`src/rtl/core/dpc_pkg.sv`:
```
// ----------------------------------------------------------------------------
// dpc_pkg
// Shared types, widths and the azimuth cos/sin table for the pair collision
// unit.
// ----------------------------------------------------------------------------
`default_nettype none

package dpc_pkg;

    // fixed-point setup of the scattering math
    localparam int FRAC_BITS       = 16;
    localparam int TRIG_TABLE_SIZE = 1024;
    localparam int TRIG_IDX_W      = $clog2(TRIG_TABLE_SIZE);
    localparam int TRIG_W          = FRAC_BITS + 2;

    // shared multiplier and square root widths
    localparam int MUL_W   = 33;
    localparam int PROD_W  = 2 * MUL_W;
    localparam int RAD_W   = 66;
    localparam int ROOT_W  = RAD_W / 2;
    localparam int REM_W   = ROOT_W + 3;

    localparam logic [63:0] HALF_PI_Q30 = 64'd1686629713;

    // configuration register indexes
    localparam logic CFG_CROSS_SECTION = 1'b0;
    localparam logic CFG_INIT_MAX_RATE = 1'b1;

    localparam logic [15:0] CROSS_SECTION_RST = 16'd1000;
    localparam logic [47:0] INIT_MAX_RATE_RST = 48'd1000000000;

    typedef struct packed {
        logic signed [31:0] first_vel_x;
        logic signed [31:0] first_vel_y;
        logic signed [31:0] first_vel_z;
        logic signed [31:0] second_vel_x;
        logic signed [31:0] second_vel_y;
        logic signed [31:0] second_vel_z;
        logic [23:0]        rand_accept;
        logic [23:0]        rand_azimuth;
        logic [23:0]        rand_polar;
        logic               last_in_cell;
    } dpc_in_t;

    typedef struct packed {
        logic signed [31:0] new_first_x;
        logic signed [31:0] new_first_y;
        logic signed [31:0] new_first_z;
        logic signed [31:0] new_second_x;
        logic signed [31:0] new_second_y;
        logic signed [31:0] new_second_z;
        logic               collided;
        logic [47:0]        pair_rate;
    } dpc_out_t;

    // one table entry: {cos, sin}, signed with FRAC_BITS fraction bits
    typedef logic [2*TRIG_W-1:0] trig_rom_t [TRIG_TABLE_SIZE];

    // round a q30 value to FRAC_BITS and clamp at one
    function automatic logic signed [TRIG_W-1:0] q30_to_frac(logic [63:0] v);
        logic [63:0] r;
        r = (v + (64'd1 << (29 - FRAC_BITS))) >> (30 - FRAC_BITS);
        if (r > (64'd1 << FRAC_BITS))
        begin
            r = 64'd1 << FRAC_BITS;
        end
        return TRIG_W'(r);
    endfunction

    // cos/sin of every table angle by integer taylor series, built at elaboration
    function automatic trig_rom_t build_trig_rom();
        trig_rom_t          rom;
        logic [63:0]        phase;
        logic [63:0]        x;
        logic [63:0]        x2;
        logic [63:0]        term;
        logic [63:0]        acc;
        logic [63:0]        cq;
        logic [63:0]        sq;
        logic [1:0]         q;
        logic signed [TRIG_W-1:0] c;
        logic signed [TRIG_W-1:0] s;
        logic signed [TRIG_W-1:0] cphi;
        logic signed [TRIG_W-1:0] sphi;
        for (int k = 0; k < TRIG_TABLE_SIZE; k++)
        begin
            phase = (64'(k) << 32) / TRIG_TABLE_SIZE;
            q     = phase[31:30];
            x     = ((phase & 64'h3FFF_FFFF) * HALF_PI_Q30) >> 30;
            x2    = (x * x) >> 30;
            term  = x;
            acc   = x;
            for (int n = 3; n <= 15; n += 2)
            begin
                term = ((term * x2) >> 30) / 64'((n - 1) * n);
                acc  = (((n >> 1) & 1) != 0) ? acc - term : acc + term;
            end
            sq   = acc[63] ? 64'd0 : acc;
            term = 64'd1 << 30;
            acc  = term;
            for (int n = 2; n <= 14; n += 2)
            begin
                term = ((term * x2) >> 30) / 64'((n - 1) * n);
                acc  = (((n >> 1) & 1) != 0) ? acc - term : acc + term;
            end
            cq = acc[63] ? 64'd0 : acc;
            c  = q30_to_frac(cq);
            s  = q30_to_frac(sq);
            case (q)
                2'd0:
                begin
                    cphi = c;
                    sphi = s;
                end
                2'd1:
                begin
                    cphi = -s;
                    sphi = c;
                end
                2'd2:
                begin
                    cphi = -c;
                    sphi = -s;
                end
                default:
                begin
                    cphi = s;
                    sphi = -c;
                end
            endcase
            rom[k] = {cphi, sphi};
        end
        return rom;
    endfunction

endpackage

`default_nettype wire

```
`src/rtl/core/dpc_isqrt.sv`:
```
// ----------------------------------------------------------------------------
// dpc_isqrt
// Iterative integer square root, one root bit per cycle (floor of sqrt).
// ----------------------------------------------------------------------------
`default_nettype none

module dpc_isqrt (
    input  wire logic                        clk,
    input  wire logic                        rst_n,
    input  wire logic                        start,
    input  wire logic [dpc_pkg::RAD_W-1:0]   radicand,
    output logic                             busy,
    output logic [dpc_pkg::ROOT_W-1:0]       root
);
    import dpc_pkg::*;

    localparam int CNT_W = $clog2(ROOT_W + 1);

    logic [RAD_W-1:0]  rad_reg;
    logic [REM_W-1:0]  rem_reg;
    logic [ROOT_W-1:0] root_reg;
    logic [CNT_W-1:0]  cnt_reg;
    logic              busy_reg;

    logic [REM_W-1:0]  rem_sh;
    logic [REM_W-1:0]  trial;
    logic              take;

    // one restoring step: bring in two radicand bits, try root*4+1
    assign rem_sh = {rem_reg[REM_W-3:0], rad_reg[RAD_W-1 -: 2]};
    assign trial  = REM_W'({root_reg, 2'b01});
    assign take   = (rem_sh >= trial);

    // iteration counter and busy flag
    always_ff @(posedge clk or negedge rst_n)
    begin
        if (!rst_n)
        begin
            busy_reg <= 1'b0;
            cnt_reg  <= '0;
        end
        else if (start)
        begin
            busy_reg <= 1'b1;
            cnt_reg  <= CNT_W'(ROOT_W);
        end
        else if (busy_reg)
        begin
            cnt_reg <= cnt_reg - 1'b1;
            if (cnt_reg == CNT_W'(1))
            begin
                busy_reg <= 1'b0;
            end
        end
    end

    // remainder and root datapath
    always_ff @(posedge clk)
    begin
        if (start)
        begin
            rad_reg  <= radicand;
            rem_reg  <= '0;
            root_reg <= '0;
        end
        else if (busy_reg)
        begin
            rad_reg  <= {rad_reg[RAD_W-3:0], 2'b00};
            rem_reg  <= take ? rem_sh - trial : rem_sh;
            root_reg <= {root_reg[ROOT_W-2:0], take};
        end
    end

    assign busy = busy_reg;
    assign root = root_reg;

endmodule

`default_nettype wire

```
`config.mk`:
```
export PLATFORM = sky130hd
export DESIGN_NAME = dpc_isqrt
export DESIGN_NICKNAME = d
export VERILOG_FILES = /design/src/rtl/core/dpc_pkg.sv /design/src/rtl/core/dpc_isqrt.sv
export SDC_FILE = /design/constraint.sdc
export NUM_CORES = 1
export LEC_CHECK = 0
export BUFFER_PORTS_ARGS = -buffer_cell sky130_fd_sc_hd__buf_2
export CAP_MARGIN = 30
export CORE_UTILIZATION = 59
export CTS_BUF_LIST = sky130_fd_sc_hd__clkbuf_8
export DETAILED_ROUTE_END_ITERATION = 7
export GPL_TIMING_DRIVEN = 0
export PLACE_DENSITY = 0.83
export REMOVE_ABC_BUFFERS = 1
export SLEW_MARGIN = 40
export SYNTH_ARGS = -nofsm -noshare
export SYNTH_HDL_FRONTEND = slang
export SYNTH_SLANG_ARGS = --single-unit
```
`constraint.sdc`:
```
create_clock -name clk -period 6.8 [get_ports clk]
set_clock_uncertainty 0.2 [all_clocks]
set_input_delay 1.36 -clock clk [delete_from_list [all_inputs] [get_ports clk]]
set_output_delay 1.36 -clock clk [all_outputs]
set_load 0.02 [all_outputs]
```
## Word-level counts from Yosys, hierarchy flattened

Index checks and enable logic that the tools add are counted.

- Bits in registers: 140
- Bits of input ports: 69
- Output and inout port bits: 34
- Word-level logic and storage cells: 18

- $add $sub $neg: 2
- Magnitude comparators: 1
- Equal/unequal tests: 1
- Multiplexer cells: 8
- Reductions and logical operators: 1

Operator list:

| operator | count |
|---|---|
| $mux W66 | 2 |
| $ge A36 B35 Y1 | 1 |
| $mux W34 | 1 |
| $sub A34 B34 Y34 | 1 |
| $mux W6 | 2 |
| $eq A6 B1 Y1 const B | 1 |
| $sub A6 B1 Y6 const B | 1 |
| $mux W1 | 3 |
| $reduce_bool A2 Y1 | 1 |

## Longest topological paths before layout

- Depth after elaboration: 4
- Mapped depth: 14
- Depth with buffers taken out: 11

## Least setup slack after synthesis

Ideal clock, no wire load.

- Kind: input to register
- From: input start
- To: register rad_reg[0], enable pin
- Setup time: 395 ps
- Arrival time: 2985 ps
- Required time: 6205 ps
- Setup slack: 3220 ps
- Cell stages on the path: 4
- Path buffers: 3
- Cell sequence: clkbuf_1 -> clkbuf_1 -> clkbuf_1 -> or2_2

- Cells in the longest elaborated chain, start to end: 1

RTL lines:

| element | line | source |
|---|---|---|
| from (decl) | dpc_isqrt.sv:10 | `input wire logic start,` |
| $reduce_bool A2 Y1 (no source line) | -- |  |
| to (signal assigned) | dpc_isqrt.sv:62 | `rad_reg <= radicand;` |
| to (signal assigned) | dpc_isqrt.sv:68 | `rad_reg <= {rad_reg[RAD_W-3:0], 2'b00};` |
| to (decl) | dpc_isqrt.sv:19 | `logic [RAD_W-1:0] rad_reg;` |

No other way between the ends.
A chain may end at the register's enable or synchronous reset.

## Worst setup path after layout

- From: register root_reg[0], in the netlist root[0]
- To: register rem_reg[14]

- Cells in the longest elaborated chain, start to end: 2
- Elaborated cells on any way between the ends: 3
- Classes of those cells: add/sub (1); order compare (1); mux (1)

RTL lines:

| element | line | source |
|---|---|---|
| from (decl) | dpc_isqrt.sv:21 | `logic [ROOT_W-1:0] root_reg;` |
| from (signal assigned) | dpc_isqrt.sv:70 | `root_reg <= {root_reg[ROOT_W-2:0], take};` |
| $sub A34 B34 Y34 / $ge A36 B35 Y1 (equally long branches) | dpc_isqrt.sv:69, dpc_isqrt.sv:32 |  |
| $mux W34 (*) | dpc_isqrt.sv:69 | `rem_reg <= take ? rem_sh - trial : rem_sh;` |
| to (signal assigned) | dpc_isqrt.sv:69 |  |
| to (decl) | dpc_isqrt.sv:20 | `logic [REM_W-1:0] rem_reg;` |

Mark *: on every way between the ends. The rest lies on a longest branch, timed or not.

==> results.md <==
* IO Port Bufs at 102
* Synth warnings at 0
* Pwr/cell area at ~430 nW/um^2
* Final Setup Violations at 0
* Final hold vios at 0
* Slew Viols, Final at 0
* Data required time of the critical path at 6.92 ns
* MaxCap Viol Count at 0
* Post-route ant nets at 0
* Sequential share of the synthesized area at 45.7%
* Status: complete, no violations
* Highest Clock Rate at 0.256 GHz
* Most frequent cell after synthesis: nor2_1
* EDFF count, synth at 66
* Worst vdd ir at 0.205 mV
* Top FF cell, synth: dfxtp_1
* Wire per inst at 14.9 microns
* Worst Hold Class: reg2reg
* Clk_lat worst skew at 0.45 ns
* Syn Inst Count at 743
* DR vias/cell at 5.63
* Syn-to-layout area delta at 13.8%
* Fin Setup TNS at 0 ns
* # rows at 41
* Final period util at between 50 and 60%
* RSZ-0062 raised after global routing: false
* GR Util All Layers at 24.1%
* Die Width at 116 microns
* Yosys reg bits at 140
* Ports at 103
* CTS clk-pin slew, worst paths at 0.08 ns
* Flop2flop setup slack at 2.90 ns
* Crit path DAT at 4.02 ns
* Largest net degree at the start of global routing at 91
* Share of cells above drive strength 1 at 25.1%
* CTS sink cnt at 140
* Mapped Area at between 7000 and 8000 sq um
* Initial antenna violation count at 0
* Leak pwr at a little under 0.004 uW
* Post-CTS sizing at 0
* Worst flop-to-flop path endpoint: rem_reg[14]
* Antenna Cells at 0
* CP endpoint kind: flip-flop
* Unique masters post-synth at 55
* Postcts setup bufs at 0
* CP startpoint kind: flip-flop
* DRT Pass-1 Iters at 5
* Largest cells by area after synthesis: edfxtp_1 26%, dfxtp_1 18%, mux2_2 9.7%
* DRC viols at 0
* Total core area at 12,600 sq um
* Footprint of the multi-input gates at ~3800 sq um
* Beginning of the critical path: root[0]
* Initial core utilization at 60.6%
* Global-route wire length before repair at 25,300 microns
* Routed wire length at 15,200 microns
* Async SR Flop Fraction at 5.00%
* Fill count at 1,010
* Die height at 116 microns
* CTS Buf Count at 17
* Crit-path max FO at 16
* Setup CP Type: reg2reg
* Post-layout min period at 3.90 ns
* Nets at between 900 and 1k
* CTS tree: yes
* CTS Hold Bufs at 0
* CP endpoint: rem_reg[14]
* CTS max path bufs at 2
* Tot Pwr at 3780 uW
* Max reg flops at 66
* Vias at 5,733
* Vias in the first global route at 5,692
* Clock root cell: clkbuf_8
* GP Congestion at roughly 0.88
* Slew margin rel. at ~60%
* FF+latch area at 3500 sq um
* Die area at about 13,000 sq um
* Synthesized area per cell at 10.3 sq um
* Top cell type's share of synthesized area at approximately a quarter
* Starting DRT DRC Count at 411
* Detailed Place HPWL at 10,600 microns
* GR Overflow Total at 0
* Worst slew pin tran at roughly 0.59 ns
* Area leader, netlist: edfxtp_1
* Top post-synthesis cells by count: 101 x nor2_1, 67 x dfxtp_1, 66 x edfxtp_1, 66 x mux2_2, 56 x a21oi_1
* R2r startpoint: root[0]
* Hold Path Stages at 2
* H-tree depth at 4
* Worst R2R Path Depth at 13
## metrics by stage
stage	worst slack, ns	cells	util (%)	instance area, sq um	hold slack [ns]
floorplan	2.38	706	-	7480	0.252
global placement	1.59	980	65.0	8200	0.280
detailed placement	2.96	986	66.1	8340	0.294
CTS	2.92	1018	68.8	8680	0.305
global route	2.73	1019	68.9	8700	0.329
finish	2.90	1019	68.9	8700	0.301
## logic make-up (layout without fill, tap and decap cells)
logic type | count (synthesis) | after routing | synth area share (%)
and+or+nand+nor | 174 | 174 | 10.1
AOI/OAI and AO/OA | 168 | 168 | 14.6
DFF | 140 | 140 | 45.7
muxes | 110 | 110 | 15.5
buffers and inverters | 84 | 188 | 4.55
adders and majority gates | 37 | 37 | 6.05
xor gates and xnor gates | 30 | 30 | 3.44
## power breakdown
part | internal (uW) | leakage [uW] | total, uW | switching (uW)
registers | 1090 | 0.00133 | 1200 | 115
clock network | 250 | 0.000167 | 579 | 329
logic | 918 | 0.00237 | 2000 | 1080
total | 2250 | 0.00387 | 3780 | 1530
## worst min-delay path by stage
stage                 from     endpoint  slack (ns)
4_1_cts        rem_reg[27]  rem_reg[27]        0.30
3_3_place_gp   rem_reg[32]  rem_reg[32]        0.28
5_1_grt        rem_reg[20]  rem_reg[20]        0.33
6_report       rem_reg[32]  rem_reg[32]        0.30
3_5_place_dp    rem_reg[0]   rem_reg[2]        0.29
2_1_floorplan   rem_reg[1]   rem_reg[1]        0.25
## cell type report
class | count | share of cell area (%)
Clock buffer | 17 | 2.69
Clock inverter | 15 | 1.19
Inverter | 47 | 2.03
Multi-Input combinational cell | 519 | 43.9
Sequential cell | 140 | 40.3
Tap cell | 172 | 2.47
Timing Repair Buffer | 109 | 7.51
## cells in the final DEF (no fill, tap or decap), types with 6 or more instances in the layout
cell	n
nor2_1	101
buf_2	101
dfxtp_1	67
mux2_2	66
edfxtp_1	66
a21oi_1	56
inv_1	49
mux2i_1	44
ha_1	37
a211oi_1	33
nand2_1	23
xnor2_1	18
clkbuf_8	17
o21ai_0	16
a21o_1	13
xor2_1	12
o21bai_1	10
and3_1	8
nor3_1	7
a31oi_1	7
dfrtp_1	6
## critical path, cell delays in order, from the launching register on
cell,delay (ns)
dfxtp_1,0.41
inv_1,0.07
ha_1,0.34
nor2b_1,0.17
o31a_1,0.28
o41a_1,0.51
o211ai_2,0.27
o21ai_2,0.13
a41oi_4,0.48
buf_8,0.22
buf_8,0.16
mux2_2,0.34
mux2i_1,0.13
nor2_1,0.05
## layer usage
layer  GRT usage, %  up-vias  routed length (microns)
li1               -     2882                        -
met1           28.1     2691                     6650
met2           40.2      143                     7350
met3           10.3       17                     1030
met4           7.44        0                      165
met5              0        -                        0
Power figures use the tool's default switching activity.
